===== src/rtl/percent_url_decoder_macros.svh =====
// Assertion macros for the percent URL decoder.
// Used by files that assert; expects clk and rst_n in scope.
`ifndef PERCENT_URL_DECODER_MACROS_SVH
`define PERCENT_URL_DECODER_MACROS_SVH

// Same-cycle implication.
`define PUD_ASSERT(lbl, ante, cons, msg) \
    lbl: assert property (@(posedge clk) disable iff (!rst_n) (ante) |-> (cons)) \
        else $error(msg);

// Next-cycle implication.
`define PUD_ASSERT_NEXT(lbl, ante, cons, msg) \
    lbl: assert property (@(posedge clk) disable iff (!rst_n) (ante) |=> (cons)) \
        else $error(msg);

`endif


===== src/rtl/pud_pkg.sv =====
// Package for the percent URL decoder: payload and state types, constants, nibble map.
// No dependencies.
`timescale 1ns / 1ps

package pud_pkg;

    localparam int LENGTH_BITS = 16;
    localparam int OUT_LEN_BITS = 16;

    localparam logic [7:0] CH_PLUS    = 8'h2B;
    localparam logic [7:0] CH_PERCENT = 8'h25;
    localparam logic [7:0] CH_SPACE   = 8'h20;
    localparam logic [7:0] CH_ZERO    = 8'h30;
    localparam logic [7:0] CH_NINE    = 8'h39;
    localparam logic [7:0] CH_UPPER_A = 8'h41;
    localparam logic [7:0] CH_LOWER_A = 8'h61;
    localparam logic [7:0] CH_LOWER_Z = 8'h7A;
    localparam logic [7:0] CASE_DELTA = 8'h20;
    localparam logic [7:0] HEX_TEN    = 8'd10;

    typedef enum logic [1:0] {
        PH_NORMAL = 2'd0,
        PH_FIRST  = 2'd1,
        PH_SECOND = 2'd2
    } phase_t;

    typedef struct packed {
        logic [7:0] in_char;
        logic       last_char;
    } in_item_t;

    typedef struct packed {
        logic                    char_valid;
        logic [7:0]              out_char;
        logic                    done_res;
        logic [OUT_LEN_BITS-1:0] decoded_length;
    } out_item_t;

    typedef struct packed {
        phase_t                 phase;
        logic [3:0]             high_nibble;
        logic [LENGTH_BITS-1:0] count;
    } dec_state_t;

    function automatic logic [3:0] nibble_of(input logic [7:0] c);
        logic [7:0] u;
        logic [7:0] v;
        u = c;
        if (u >= CH_LOWER_A && u <= CH_LOWER_Z)
        begin
            u = u - CASE_DELTA;
        end
        if (u <= CH_NINE)
        begin
            v = u - CH_ZERO;
        end
        else
        begin
            v = u - CH_UPPER_A + HEX_TEN;
        end
        return v[3:0];
    endfunction

endpackage


===== src/rtl/pud_step.sv =====
// One decode step: escape state machine and length counter for one input byte.
// Depends on pud_pkg.
`timescale 1ns / 1ps

module pud_step
    import pud_pkg::*;
(
    input  dec_state_t state,
    input  in_item_t   item,
    output dec_state_t state_next,
    output logic       has_result,
    output out_item_t  result
);

    localparam logic [LENGTH_BITS-1:0] COUNT_MAX = '1;

    logic                   wr;
    logic [7:0]             byte_val;
    dec_state_t             adv;
    logic [LENGTH_BITS-1:0] cnt;
    logic [31:0]            cnt_ext;

    always_comb
    begin
        wr       = 1'b0;
        byte_val = 8'h00;
        adv      = state;
        unique case (state.phase)
            PH_FIRST:
            begin
                adv.high_nibble = nibble_of(item.in_char);
                adv.phase       = PH_SECOND;
            end
            PH_SECOND:
            begin
                byte_val  = {state.high_nibble, nibble_of(item.in_char)};
                wr        = 1'b1;
                adv.phase = PH_NORMAL;
            end
            default:
            begin
                adv.phase = PH_NORMAL;
                if (item.in_char == CH_PLUS)
                begin
                    byte_val = CH_SPACE;
                    wr       = 1'b1;
                end
                else if (item.in_char == CH_PERCENT)
                begin
                    adv.phase = PH_FIRST;
                end
                else
                begin
                    byte_val = item.in_char;
                    wr       = 1'b1;
                end
            end
        endcase

        cnt = state.count;
        if (wr && cnt != COUNT_MAX)
        begin
            cnt = cnt + LENGTH_BITS'(1);
        end
        adv.count = cnt;
        cnt_ext   = 32'(cnt);

        has_result            = wr || item.last_char;
        result.char_valid     = wr;
        result.out_char       = byte_val;
        result.done_res       = item.last_char;
        result.decoded_length = (cnt_ext > 32'h0000_FFFF) ? 16'hFFFF : cnt_ext[15:0];

        if (item.last_char)
        begin
            state_next = '{phase: PH_NORMAL, high_nibble: 4'h0, count: '0};
        end
        else
        begin
            state_next = adv;
        end
    end

endmodule


===== src/rtl/percent_url_decoder.sv =====
// Top level of the percent URL decoder: input register, decode step, result register.
// Depends on pud_pkg, pud_step and percent_url_decoder_macros.svh.
//
// Form-urlencoded decoder taking one encoded byte per transfer, sustained one byte
// per clock while no result is stalled. Each byte is captured in an input register,
// decoded combinationally by the escape state machine, and its result (if any) is
// written into the result register, from which it transfers when result_stall is
// low. The rate is set by the escape phase and length counter update, which happens
// once per byte. '%' and the first escape character produce no result unless they
// are the last byte; the last byte always produces a result with done_res set and
// resets the decoder for the next string. While a result is stalled, bytes that give
// no result keep being taken, and one byte that gives a result waits in the input
// register.
`timescale 1ns / 1ps
`include "percent_url_decoder_macros.svh"

module percent_url_decoder
    import pud_pkg::*;
(
    input  logic      clk,
    input  logic      rst_n,
    input  logic      item_valid,
    output logic      item_stall,
    input  in_item_t  item,
    output logic      result_valid,
    input  logic      result_stall,
    output out_item_t result
);

    logic       s1_valid_reg;
    logic       s1_valid_next;
    in_item_t   s1_item_reg;
    dec_state_t state_reg;
    dec_state_t state_next;
    logic       out_valid_reg;
    logic       out_valid_next;
    out_item_t  out_item_reg;

    dec_state_t step_state;
    logic       step_has;
    out_item_t  step_result;
    logic       out_free;
    logic       s1_adv;
    logic       item_take;

    pud_step u_step (
        .state      (state_reg),
        .item       (s1_item_reg),
        .state_next (step_state),
        .has_result (step_has),
        .result     (step_result)
    );

    always_comb
    begin
        out_free       = !out_valid_reg || !result_stall;
        s1_adv         = s1_valid_reg && (out_free || !step_has);
        item_stall     = s1_valid_reg && !s1_adv;
        item_take      = item_valid && !item_stall;
        s1_valid_next  = item_take || (s1_valid_reg && !s1_adv);
        state_next     = s1_adv ? step_state : state_reg;
        out_valid_next = out_valid_reg;
        if (out_free)
        begin
            out_valid_next = s1_adv && step_has;
        end
    end

    always_ff @(posedge clk or negedge rst_n)
    begin
        if (!rst_n)
        begin
            s1_valid_reg  <= 1'b0;
            out_valid_reg <= 1'b0;
            state_reg     <= '{phase: PH_NORMAL, high_nibble: 4'h0, count: '0};
        end
        else
        begin
            s1_valid_reg  <= s1_valid_next;
            out_valid_reg <= out_valid_next;
            state_reg     <= state_next;
        end
    end

    always_ff @(posedge clk)
    begin
        if (item_take)
        begin
            s1_item_reg <= item;
        end
        if (out_free && s1_adv && step_has)
        begin
            out_item_reg <= step_result;
        end
    end

    assign result_valid = out_valid_reg;
    assign result       = out_item_reg;

    `PUD_ASSERT_NEXT(a_reset_after_last, s1_adv && s1_item_reg.last_char,
        state_reg.phase == PH_NORMAL && state_reg.count == '0,
        "decoder state not cleared after last byte")
    `PUD_ASSERT(a_empty_only_done, result_valid && !result.char_valid,
        result.done_res, "result without byte and without done")
    `PUD_ASSERT(a_empty_zero_char, result_valid && !result.char_valid,
        result.out_char == 8'h00, "empty result carries nonzero byte")
    `PUD_ASSERT(a_stall_needs_item, item_stall, s1_valid_reg,
        "input stalled with empty input register")

endmodule

===== config.mk =====
export PLATFORM = sky130hd
export DESIGN_NAME = percent_url_decoder
export DESIGN_NICKNAME = d
export VERILOG_FILES = /design/src/rtl/pud_pkg.sv /design/src/rtl/pud_step.sv /design/src/rtl/percent_url_decoder.sv
export VERILOG_INCLUDE_DIRS = /design/src /design/src/rtl
export SDC_FILE = /design/constraint.sdc
export NUM_CORES = 1
export LEC_CHECK = 0
export BUFFER_PORTS_ARGS = -buffer_cell sky130_fd_sc_hd__buf_4
export CAP_MARGIN = 25
export CORE_MARGIN = 2
export CORE_UTILIZATION = 46
export CTS_CLUSTER_SIZE = 28
export DETAILED_ROUTE_END_ITERATION = 16
export GPL_ROUTABILITY_DRIVEN = 0
export GPL_TIMING_DRIVEN = 0
export PLACE_DENSITY_LB_ADDON = 0.12
export SYNTH_ARGS = -nofsm -noshare
export SYNTH_HDL_FRONTEND = slang
export SYNTH_SLANG_ARGS = --single-unit

===== constraint.sdc =====
create_clock -name clk -period 5.7 [get_ports clk]
set_clock_uncertainty 0.15 [all_clocks]
set_input_delay 0.855 -clock clk [delete_from_list [all_inputs] [get_ports clk]]
set_output_delay 0.855 -clock clk [all_outputs]
set_load 0.03 [all_outputs]

* Yosys cells after proc, flatten, opt, wreduce, memory -nomap -nowiden
Index checks and enable logic that the tools add are counted.
** Storage, ports and cells
- Register bits :: 59
- Input port bits :: 13
- Output and inout bits :: 28
** Operators by class
- Multiplexer cells :: 17
- Equality and inequality tests :: 5
- Order comparisons :: 4
- Reductions and logical operators :: 19
- $add $sub $neg :: 8
** Operators with widths (count)
- $mux W8 :: 5
- $mux W22 :: 1
- $add A16 B1 Y16 const B :: 1
- $eq A8 B6 Y1 const B :: 2
- $le A8 B6 Y1 const B :: 2
- $mux W16 :: 1
- $ne A16 B16 Y1 const B :: 1
- $pmux W8 S2 :: 1
- $sub A4 B1 Y4 const B :: 4
- $mux W4 :: 3
- $add A4 B4 Y4 const B :: 2
- $ge A8 B7 Y1 const B :: 1
- $le A8 B7 Y1 const B :: 1
- $logic_and A1 B1 Y1 :: 8
- $sub A8 B6 Y8 const B :: 1
- $logic_not A1 Y1 :: 5
- $logic_or A1 B1 Y1 :: 4
- $pmux W2 S2 :: 1
- $mux W1 :: 3
- $eq A2 B1 Y1 const B :: 1
- $eq A2 B2 Y1 const B :: 1
- $mux W2 :: 1
- $pmux W1 S2 :: 1
- $reduce_and A2 Y1 :: 1
- $reduce_bool A2 Y1 :: 1

* Depth between registers and ports, before layout
Gate-level depths: netlist of the first run.
- Word-level depth :: 13
- Depth in mapped cells :: 9

* Hierarchy
Synthesis of the first run repeated with hierarchy kept, for this count alone.
** Second synthesis, totals
- Cells, all modules :: 336
- Area total of the unflattened synthesis :: 3508.4 um^2
** By module, submodules not included
- percent_url_decoder :: times used 1, area an instance 2424.8 um^2, cells each 172
- pud_step :: times used 1, area an instance 1083.5 um^2, cells each 164

* Least setup slack after synthesis of the first run
Ideal clock, no wire load.
- Kind :: register -> register
- From :: reg s1_item_reg[2] (netlist name)
- To :: reg out_item_reg (netlist bit result[0]), enable pin
- Stages on the path, launching flop included :: 8
- Setup slack :: 2.451 ns
- Required time :: 5.132 ns
- Data arrival time :: 2.681 ns
- Library setup time :: 0.418 ns
- Path through :: edfxtp_1 inv_1 ha_1 and3b_1 a31o_1 inv_1 o21ai_0 a21oi_1
** RTL lines
- from (decl) :: line percent_url_decoder.sv:32 : in_item_t s1_item_reg;
- from (signal assigned) :: line percent_url_decoder.sv:89 : s1_item_reg <= item;
- to (signal assigned) :: line percent_url_decoder.sv:93 : out_item_reg <= step_result;
- to (decl) :: line percent_url_decoder.sv:37 : out_item_t out_item_reg;

==> results of run 1 <==
## cell usage after synthesis, types with 2 or more instances
master and number:
a22o_1 4, o21ai_0 9, a21oi_1 2, nand2_1 28, edfxtp_1 35, inv_1 16, a221o_1 2, nor2b_1 6
o2111ai_1 2, o211ai_1 7, or4_1 4, buf_6 3, ha_1 9, xnor2_1 12, nand4_1 10, nand3_1 14
nor3_1 5, a32o_1 2, xor2_1 4, a21o_1 5, clkbuf_1 6, a311oi_1 2, a32oi_1 2, or3_1 4
o311ai_0 2, a31oi_1 3, nor2_1 9, and4_1 3, a211o_1 2, nor4_1 4, dfrtp_1 24
## cell usage in the layout, fill, tap and decap left out, types with 7 or more instances in the layout
cell type	netlist	routed
nand3_1	14	14
o21ai_0	9	9
dfrtp_1	24	24
xnor2_1	12	12
clkbuf_1	6	9
o211ai_1	7	7
nand2_1	28	28
inv_1	16	16
buf_4	0	40
ha_1	9	9
nand4_1	10	10
nor2_1	9	9
edfxtp_1	35	35
clkbuf_8	0	9
## cells by family after synthesis
kind of cell / Yosys count / synth area share, %
buffers and inverters: 27 / 4.106
DFF: 59 / 54.21
AOI/OAI and AO/OA: 56 / 14.05
xor gates and xnor gates: 16 / 4.599
adders and majority gates: 9 / 3.696
muxes: 2 / 0.6981
and+or+nand+nor: 101 / 18.65
## metal layers
| layer | track usage, % | vias to the layer above | routed length, um |
|---|---|---|---|
| li1 | - | 1136 | - |
| met5 | 0 | - | 0 |
| met3 | 3.696 | 7 | 380 |
| met1 | 28.50 | 1145 | 3297 |
| met2 | 28.84 | 66 | 2884 |
| met4 | 9.235 | 0 | 75 |
## worst max-delay path, delay by kind of cell (launching register included)
| family | cells | cell delay (ns) |
|---|---|---|
| simple gates | 2 | 0.76 |
| compound gates | 2 | 0.75 |
| flops | 1 | 0.47 |
| buf+inv | 2 | 0.33 |
## final cells by class
| cell class | count | area [um2] | share of cell area [%] |
|---|---|---|---|
| sequential | 59 | 1652 | 45.79 |
| multi-input combinational | 184 | 1281 | 35.52 |
| timing repair buffer | 40 | 300.3 | 8.325 |
| clock buffer | 12 | 135.1 | 3.746 |
| tap | 77 | 96.34 | 2.671 |
| inverter | 17 | 63.81 | 1.769 |
| buffer | 10 | 61.31 | 1.700 |
| clock inverter | 4 | 17.52 | 0.4856 |
## through the flow
step | instance area [um2] | total power [mW] | setup slack, ns
after global routing | 3607 | 1.198 | 1.861
final | 3607 | 1.144 | 2.037
after floorplan | 3047 | 0.7481 | 2.451
after CTS | 3607 | 1.149 | 2.052
after detailed placement | 3455 | 0.8380 | 2.434
after global placement | 3443 | 0.8325 | 1.534
## power breakdown
| part | internal [mW] | switching (mW) | total [mW] |
|---|---|---|---|
| Combinational | 0.0997 | 0.150 | 0.249 |
| Clock | 0.154 | 0.158 | 0.312 |
| Sequential | 0.526 | 0.0565 | 0.583 |
## worst min path at each step
stage	slack (ns)	endpoint
after global placement	0.29	result[16]$_DFFE_PP_
final	0.26	state_reg[3]$_DFFE_PN0P_
after floorplan	0.27	result[16]$_DFFE_PP_
after CTS	0.28	state_reg[6]$_DFFE_PN0P_
after global routing	0.28	state_reg[6]$_DFFE_PN0P_
after detailed placement	0.30	result[16]$_DFFE_PP_
==> reports/metrics.yaml, run 1 <==
route:
  ant_nets: 0
  via_count: 2354
  dr.pass1.iters: 5
  wl_per_cell_um: 16.47
  drt-total-wl_um: 6638
  drc: 0
  viasPerCell: 5.841
  drt_first_iter_violations: 137
floorplanning:
  die_h_um: 85.39
  rows: 29
  die_w_um: 85.39
  pin_count: 41
  core_um2: 6386
  start_util_pct: 47.71
  die-area_um2: 7291
critical_path:
  rr_endpoint: "s1_item_reg[2]$_DFFE_PP_"
  startpoint: "s1_item_reg[7]$_DFFE_PP_"
  cp_max_fo: 6
  critPathLaunchType: "flip-flop"
  regToRegStartpoint: "s1_item_reg[7]$_DFFE_PP_"
  cp-endpoint: "item_stall"
  crit_arrival_ns: 2.66
  crit_type: "reg2out"
  endpoint_kind: "primary output"
  slowest_delay_ns: 0.61
  cpMaxStageDelayCell: "nor4b_2"
  cp.required_ns: 4.70
  crit_chain: "nor4b_2 -> a31o_1 -> inv_1 -> o21ai_0 -> nor2_1 -> buf_4"
  reg2reg_slack_ns: 2.46
  r2r_cells: 6
outcome:
  status: "finished clean"
sta:
  min_period_ns: 3.663
  slew_headroom_pct: 39.73
  period_share_pct: 64.26
  hold_slack_ns: 0.2612
  tns_ns: 0
  hold_viol: 0
  rsz0062_at_grt: "false"
  fmax_mhz: 273.0
  drv_slew: 0
  setup_viol: 0
  worstMarginPinSlew_ns: 0.9020
clocking:
  cts-htree-levels: 3
  clockBufferDepth: 2
  postCtsSetupRepairBufs: 0
  cts_tree: "done"
  cts_hold_buf: 0
  ctsRootBufferMaster: "clkbuf_8"
  cts_buffers: 9
  clk-insertion-delay-late_ns: 0.34
  clkSlewWorstSetupHoldPaths_ns: 0.07
  ctsResizeCount: 0
  cts.sinks: 59
placed_design:
  dp_hpwl_um: 4543
  place_inst: 387
  port_buffers: 40
global_routing:
  grt_usage_pct: 19.75
  grt_max_degree: 27
  grt-ovfl-total: 0
  antenna_found_initial: 0
  grt_pass1_vias: 2271
  grt_first_pass_wirelength_um: 11060
yosys:
  yosysSeqAreaShare_pct: 54.21
  netlist.area_leader.share_pct: 34.50
  synth_area_leaders: "edfxtp_1 (34%), dfrtp_1 (20%), ha_1 (3.7%)"
  synth_ff_type: "edfxtp_1"
  yosys_warnings: 0
  ys_types: 61
  netlist_area_um2: 3047
  avgSynthCellArea_um2: 11.28
  async_flop_share_pct: 40.68
  yosys.area.top_type: "edfxtp_1"
  synthCells: 270
  ys_seq_elements: 59
  synth_edf_count: 35
  syn-num-nets: 292
cells_and_area:
  layout.nets: 343
  n_antenna_cell: 0
  layout-drive-gt1-share_pct: 19.94
  syn_to_final_growth_pct: 18.40
  largest_register_ffs: 26
  finish.utilization_pct: 56.49
  fill_cells: 563
  final_cells: 403
worst_hold_path:
  holdCritPathClass: "in2async"
pwr:
  powerDensity_nw_per_um2: 317.1
  vdd_drop_max_uv: 199.2
  p_leak_nw: 1.488
run:
  drv_cap: 0
No activity file was read; power rests on OpenSTA's default activity.
==> run 2: changes to the inputs <==
==> constraint.sdc (replaced) <==
create_clock -name clk -period 3.1 [get_ports clk]
set_clock_uncertainty 0.15 [all_clocks]
set_input_delay 0.465 -clock clk [delete_from_list [all_inputs] [get_ports clk]]
set_output_delay 0.465 -clock clk [all_outputs]
set_load 0.03 [all_outputs]
==> run 2 against run 1 <==
Critical path depth grew 2; wire length grew 1.2%; clock-buffer cell count shrank 2; cell count grew 0.25%; clock power grew 110%; sequential cell count is the same; sequential share of layout area shrank 0.75 points; utilization grew 0.94 points; critical path type unchanged.
==> reports/metrics.yaml, run 2 (synthesized netlist as in run 1, its figures left out) <==
sta:
  hold_viol: 0  # unchanged
  min_period_ns: 2.965
  worstMarginPinSlew_ns: 0.9016  # was 0.9020 ns
  rsz0062_at_grt: "false"  # unchanged
  period_share_pct: 95.65
  worst_slack_ns: 0.1349  # was 2.037 ns
  fmax_mhz: 337.3
  slew_headroom_pct: 39.76  # was 39.73%
  setup_viol: 0  # unchanged
  drv_slew: 0  # unchanged
floorplanning:
  start_util_pct: 47.71  # unchanged
  pin_count: 41  # unchanged
  die-area_um2: 7291  # unchanged
  die_h_um: 85.39  # unchanged
  core_um2: 6386  # unchanged
  die_w_um: 85.39  # unchanged
  rows: 29  # unchanged
route:
  via_count: 2333  # was 2354
  viasPerCell: 5.775  # was 5.841
  drc: 0  # unchanged
  wl_per_cell_um: 16.63  # was 16.47 um
  dr.pass1.iters: 4  # was 5
  drt-total-wl_um: 6719  # was 6638 um
  ant_nets: 0  # unchanged
  drt_first_iter_violations: 210  # was 137
clocking:
  clk-insertion-delay-late_ns: 0.34  # about the same
  cts-htree-levels: 3  # unchanged
  cts_buffers: 9  # unchanged
  clkSlewWorstSetupHoldPaths_ns: 0.07  # about the same
  clockBufferDepth: 2  # unchanged
  cts.sinks: 59  # unchanged
  ctsRootBufferMaster: "clkbuf_8"  # unchanged
  cts_tree: "done"  # unchanged
critical_path:
  crit_type: "reg2out"  # unchanged
  crit_arrival_ns: 2.35  # was 2.66 ns
  cp_max_fo: 7  # was 6
  cp.required_ns: 2.48  # was 4.70 ns
  regToRegStartpoint: "s1_item_reg[2]$_DFFE_PP_"  # was s1_item_reg[7]$_DFFE_PP_
  critPathLaunchType: "flip-flop"  # unchanged
  endpoint_kind: "primary output"  # unchanged
  startpoint: "s1_item_reg[2]$_DFFE_PP_"  # was s1_item_reg[7]$_DFFE_PP_
pwr:
  powerDensity_nw_per_um2: 600.5  # was 317.1 nW/um2
  vdd_drop_max_uv: 324.0  # was 199.2 uV
  p_leak_nw: 1.516  # was 1.488 nW
placed_design:
  place_ws_ns: -0.1733  # was 2.434 ns
  place_area_um2: 3455  # unchanged
  dp_hpwl_um: 4576  # was 4543 um
  port_buffers: 40  # unchanged
cells_and_area:
  layout.nets: 344  # was 343
  syn_to_final_growth_pct: 20.37  # was 18.40%
  final_common_cell: "buf_4"  # unchanged
  design_area_um2: 3667  # was 3607 um2
  layout-drive-gt1-share_pct: 22.02  # was 19.94%
  n_antenna_cell: 0  # unchanged
  largest_register_ffs: 26  # unchanged
  final_cell_mix: "buf_4 (40), edfxtp_1 (35), nand2_1 (28), dfrtp_1 (24), inv_1 (16)"  # unchanged
global_routing:
  grt_first_pass_wirelength_um: 11280  # was 11060 um
  grt_usage_pct: 20.06  # was 19.75%
  grt-ovfl-total: 0  # unchanged
  grt_pass1_vias: 2284  # was 2271
  antenna_found_initial: 0  # unchanged
  grt_max_degree: 27  # unchanged
run:
  drv_cap: 0  # unchanged
worst_hold_path:
  min_from: "item[8]"
  holdCritPathClass: "in2reg"  # was in2async
outcome:
  status: "finished clean"  # unchanged
## run 2: where the power goes
group          internal (mW)  switching [mW]  leakage [nW]  total [mW]
Combinational          0.186           0.278         0.780       0.464
Sequential             0.967           0.107         0.643        1.07
Clock                  0.364           0.300        0.0935       0.664
Total                   1.52           0.685          1.52        2.20
## run 2: metrics by stage
step / setup TNS [ns] / hold WS [ns] / std cells / power [mW] / util, %
2_1_floorplan: 0 / 0.01941 / 270 / 1.376 / -
3_3_place_gp: -5.282 / 0.2472 / 387 / 1.532 / 53.98
3_5_place_dp: -1.558 / 0.2400 / 387 / 1.543 / 54.09
4_1_cts: 0 / 0.1395 / 404 / 2.211 / 57.27
5_1_grt: 0 / 0.1381 / 404 / 2.310 / 57.43
6_report: 0 / 0.1517 / 404 / 2.202 / 57.43
## run 2: final timing paths
path | endpoint | slack, ns | cells after the start
max | item_stall | 0.13 | 8
min | s1_item_reg[8]$_DFFE_PP_ | 0.15 | 1
max reg2reg | result[7]$_DFFE_PP_ | 0.23 | 7
min reg2reg | result[16]$_DFFE_PP_ | 0.30 | 0
max in group asynchronous | state_reg[20]$_DFFE_PN0P_ | 2.12 | 2
min in group asynchronous | state_reg[0]$_DFFE_PN0P_ | 0.41 | 2
## run 2: timing repair
action                                 in CTS  in global routing
endpoints found under the hold margin      24                  0
pin swaps                                   0                  0
hold buffers                                1                  0
gates cloned                                0                  0
resized for setup                           2                  5
setup endpoints to repair                  10                 36
buffers inserted                            0                  0
## run 2: cell type report
cell class                 instances  area (um2)
buffer                            10       62.56
clock buffer                      10       127.6
clock inverter                     6       56.30
fill                             574        2719
inverter                          17       63.81
multi-input combinational        184        1299
sequential                        59        1652
tap                               77       96.34
timing repair buffer              41       310.3
## run 2: critical path: stages, from the launching register on
cell and delay [ns]:
edfxtp_1 0.45, inv_1 0.12, ha_1 0.22, and3b_1 0.23, a31o_1 0.28, inv_1 0.19
o21ai_2 0.12, nor2_2 0.20, buf_4 0.20
## run 2: per-layer routing
metal | routed length (um) | up-vias | GRT usage, % | share of wire [%]
met2 | 2962 | 75 | 29.62 | 44
li1 | - | 1131 | - | -
met1 | 3297 | 1117 | 29.03 | 49
met3 | 354 | 10 | 3.794 | 5.3
met5 | 0 | - | 0 | 0
met4 | 105 | 0 | 8.514 | 1.6
==> run 3: changes to the inputs <==
--- a/config.mk
+++ b/config.mk
@@ -17,4 +17,5 @@
 export PLACE_DENSITY_LB_ADDON = 0.12
 export SYNTH_ARGS = -nofsm -noshare
 export SYNTH_HDL_FRONTEND = slang
+export SYNTH_HIERARCHICAL = 1
 export SYNTH_SLANG_ARGS = --single-unit
==> constraint.sdc (replaced) <==
create_clock -name clk -period 2.4 [get_ports clk]
set_clock_uncertainty 0.15 [all_clocks]
set_input_delay 0.36 -clock clk [delete_from_list [all_inputs] [get_ports clk]]
set_output_delay 0.36 -clock clk [all_outputs]
set_load 0.03 [all_outputs]
==> run 3 against run 2 <==
The run now ends with negative setup slack left; global-route usage is 3.1 points higher; worst hold slack worse by 0.11 ns; register-to-register slack worse by 0.43 ns; wire length is 52% higher; largest power group unchanged; highest routed layer unchanged.
==> reports/metrics.yaml, run 3 <==
outcome:
  status: "finished, violations left"  # was finished clean
  violations: "negative setup slack"
critical_path:
  cp.required_ns: 1.89  # was 2.48 ns
  cp_max_fo: 2  # was 7
  endpoint_kind: "primary output"  # unchanged
  worst-path-buf-inv: 4  # was 3
  crit_chain: "inv_2 -> ha_4 -> and3b_1 -> nand2_2 -> a21oi_4 -> inv_4 -> or2_4 -> nand4_1 -> inv_2 -> buf_6"  # was inv_1 -> ha_1 -> and3b_1 -> a31o_1 -> inv_1 -> o21ai_2 -> nor2_2 -> buf_4
  cp_common_cell: "inv_2"  # was inv_1
  crit_arrival_ns: 2.12  # was 2.35 ns
  cpMaxStageDelayCell: "edfxtp_1"  # unchanged
  critPathLaunchType: "flip-flop"  # unchanged
  slowest_delay_ns: 0.41  # was 0.45 ns
  crit_type: "reg2out"  # unchanged
  crit_family: "simple AND/OR/NAND/NOR gates"  # was buffers and inverters
yosys:
  yosysSeqAreaShare_pct: 47.08  # was 54.21%
  ys_seq_elements: 59  # unchanged
  netlist.area_leader.share_pct: 29.96  # was 34.50%
  synth_edf_count: 35  # unchanged
  avgSynthCellArea_um2: 10.44  # was 11.28 um2
  synth_ff_type: "edfxtp_1"  # unchanged
  synth_most_common_cell: "nand2_1"  # was edfxtp_1
  yosys.area.top_type: "edfxtp_1"  # unchanged
  netlist_area_um2: 3508  # was 3047 um2
  synth_area_leaders: "edfxtp_1 (30%), dfrtp_1 (17%), o211ai_2 (7.5%)"  # was edfxtp_1 (34%), dfrtp_1 (20%), ha_1 (3.7%)
  syn-num-nets: 357  # was 292
  synth_commonest_cells: "nand2_1 (43), edfxtp_1 (35), nand4_1 (26), nand2b_1 (25), dfrtp_1 (24)"  # was edfxtp_1 (35), nand2_1 (28), dfrtp_1 (24), inv_1 (16), nand3_1 (14)
  ys_types: 54  # was 61
  yosys_warnings: 6  # was 0
  async_flop_share_pct: 40.68  # unchanged
  synthCells: 336  # was 270
clocking:
  cts-htree-levels: 3  # unchanged
  cts_buffers: 9  # unchanged
  cts.sinks: 59  # unchanged
  cts_tree: "done"  # unchanged
  clkSlewWorstSetupHoldPaths_ns: 0.07  # about the same
  ctsRootBufferMaster: "clkbuf_8"  # unchanged
  clockBufferDepth: 2  # unchanged
  clk-insertion-delay-late_ns: 0.34  # about the same
global_routing:
  antenna_found_initial: 0  # unchanged
  grt-ovfl-total: 0  # unchanged
  grt_pass1_vias: 2983  # was 2284
  grt_max_degree: 25  # was 27
  grt_first_pass_wirelength_um: 15150  # was 11280 um
  grt_usage_pct: 23.17  # was 20.06%
sta:
  drv_slew: 0  # unchanged
  setup_viol: 53  # was 0
  hold_viol: 0  # unchanged
  hold_slack_ns: 0.04347  # was 0.1517 ns
  period_share_pct: 109.6
  fmax_mhz: 380.2
  min_period_ns: 2.630
  rsz0062_at_grt: "true"  # was false
  worst_slack_ns: -0.2302  # was 0.1349 ns
  worstMarginPinSlew_ns: 0.7668  # was 0.9016 ns
  slew_headroom_pct: 48.88  # was 39.76%
cells_and_area:
  largest_register_ffs: 26  # unchanged
  layout.nets: 470  # was 344
  layout-drive-gt1-share_pct: 49.34  # was 22.02%
  final_cell_mix: "buf_4 (84), nand2_1 (35), edfxtp_1 (35), nand4_1 (26), nand2b_1 (25)"  # was buf_4 (40), edfxtp_1 (35), nand2_1 (28), dfrtp_1 (24), inv_1 (16)
  final-seq-area_um2: 1662  # was 1652 um2
  final_common_cell: "buf_4"  # unchanged
  multiInputGateArea_um2: 2044  # was 1299 um2
  n_antenna_cell: 0  # unchanged
  syn_to_final_growth_pct: 44.22  # was 20.37%
  fill_cells: 531  # was 574
floorplanning:
  die-area_um2: 8341  # was 7291 um2
  start_util_pct: 47.86  # was 47.71%
  rows: 31  # was 29
  die_h_um: 91.33  # was 85.39 um
  core_um2: 7331  # was 6386 um2
  die_w_um: 91.33  # was 85.39 um
  pin_count: 41  # unchanged
route:
  drc: 0  # unchanged
  drt-total-wl_um: 10190  # was 6719 um
  via_count: 3270  # was 2333
  ant_nets: 0  # unchanged
  dr.pass1.iters: 5  # was 4
  viasPerCell: 5.913  # was 5.775
  drt_first_iter_violations: 243  # was 210
  wl_per_cell_um: 18.43  # was 16.63 um
pwr:
  total_power_mw: 3.676  # was 2.202 mW
  p_leak_nw: 2.078  # was 1.516 nW
  powerDensity_nw_per_um2: 726.5  # was 600.5 nW/um2
  vdd_drop_max_uv: 412.0  # was 324.0 uV
run:
  drv_cap: 0  # unchanged
placed_design:
  port_buffers: 39  # was 40
  dp_hpwl_um: 5647  # was 4576 um
  place_ws_ns: -0.7100  # was -0.1733 ns
worst_hold_path:
  holdCritPathClass: "in2reg"  # unchanged
run 3: metal layers:
metal	vias up	part of all wire [%]	track usage, %
met5	-	0	0
met2	147	48	34.81
met1	1617	44	33.53
li1	1485	-	-
met4	0	2.2	8.838
met3	21	6.2	3.900
run 3: cells by family after synthesis:
kind of cell	Yosys count	share of synthesized area [%]
AOI/OAI and AO/OA	65	16.19
muxes	7	2.211
DFF	59	47.08
and+or+nand+nor	158	25.29
buffers and inverters	35	5.385
adders and majority gates	8	2.853
xor gates and xnor gates	4	0.9988
run 3: worst paths after layout:
check	startpoint	end	slack [ns]	depth (start not counted)
min in group asynchronous	rst_n	state_reg[12]$_DFFE_PN0N_	0.32	2
hold reg to reg	state_reg[17]$_DFFE_PN0N_	state_reg[17]$_DFFE_PN0N_	0.43	2
max in group asynchronous	rst_n	state_reg[5]$_DFFE_PN0N_	1.50	2
hold / removal	item[7]	s1_item_reg[7]$_DFFE_PP_	0.04	1
setup reg to reg	s1_item_reg[1]$_DFFE_PP_	state_reg[13]$_DFFE_PN0N_	-0.20	14
setup / recovery	s1_item_reg[2]$_DFFE_PP_	item_stall	-0.23	10
run 3: worst register-to-register path, stage by stage, from the launching register on:
cell and delay, ns:
edfxtp_1 0.41, buf_6 0.14, ha_4 0.14, and3b_1 0.18, nand2_2 0.12, a21oi_4 0.08
inv_4 0.07, buf_6 0.11, o31ai_4 0.07, buf_6 0.14, buf_6 0.12, or4_4 0.42
a21oi_2 0.13, nand2_1 0.08, o211ai_2 0.15
run 3: per-stage QoR:
step / TNS, ns / std cells / cell area, um2 / util [%]
detailed placement: -26.89 / 474 / 3978 / 54.26
global placement: -26.40 / 474 / 3978 / 54.26
CTS: -1.784 / 526 / 4588 / 62.59
finish: -5.787 / 553 / 5060 / 69.02
global route: -9.588 / 553 / 5060 / 69.02
floorplan: -4.992 / 336 / 3561 / -
run 3: repair_timing:
item | in CTS | in global routing
hold endpoints to repair | 24 | 0
setup buffers | 35 | 28
gates resized for setup | 42 | 61
hold buffers | 1 | 0
endpoints found under the setup margin | 70 | 63
cloned | 1 | 1
pin swaps | 12 | 26
run 3: cell type report:
type                    instances  share of cell area [%]
clock buffers                  11                   2.596
inverters                      10                  0.8408
well taps                      99                   2.448
multi-input cells             244                   40.41
plain buffers                  23                   3.610
repair buffers                102                   16.84
clock inverters                 5                  0.4204
flip-flops and latches         59                   32.84
run 3: report_power, final:
group	switching [mW]	internal [mW]
Clock	0.382	0.361
Combinational	0.662	0.619
Sequential	0.298	1.35
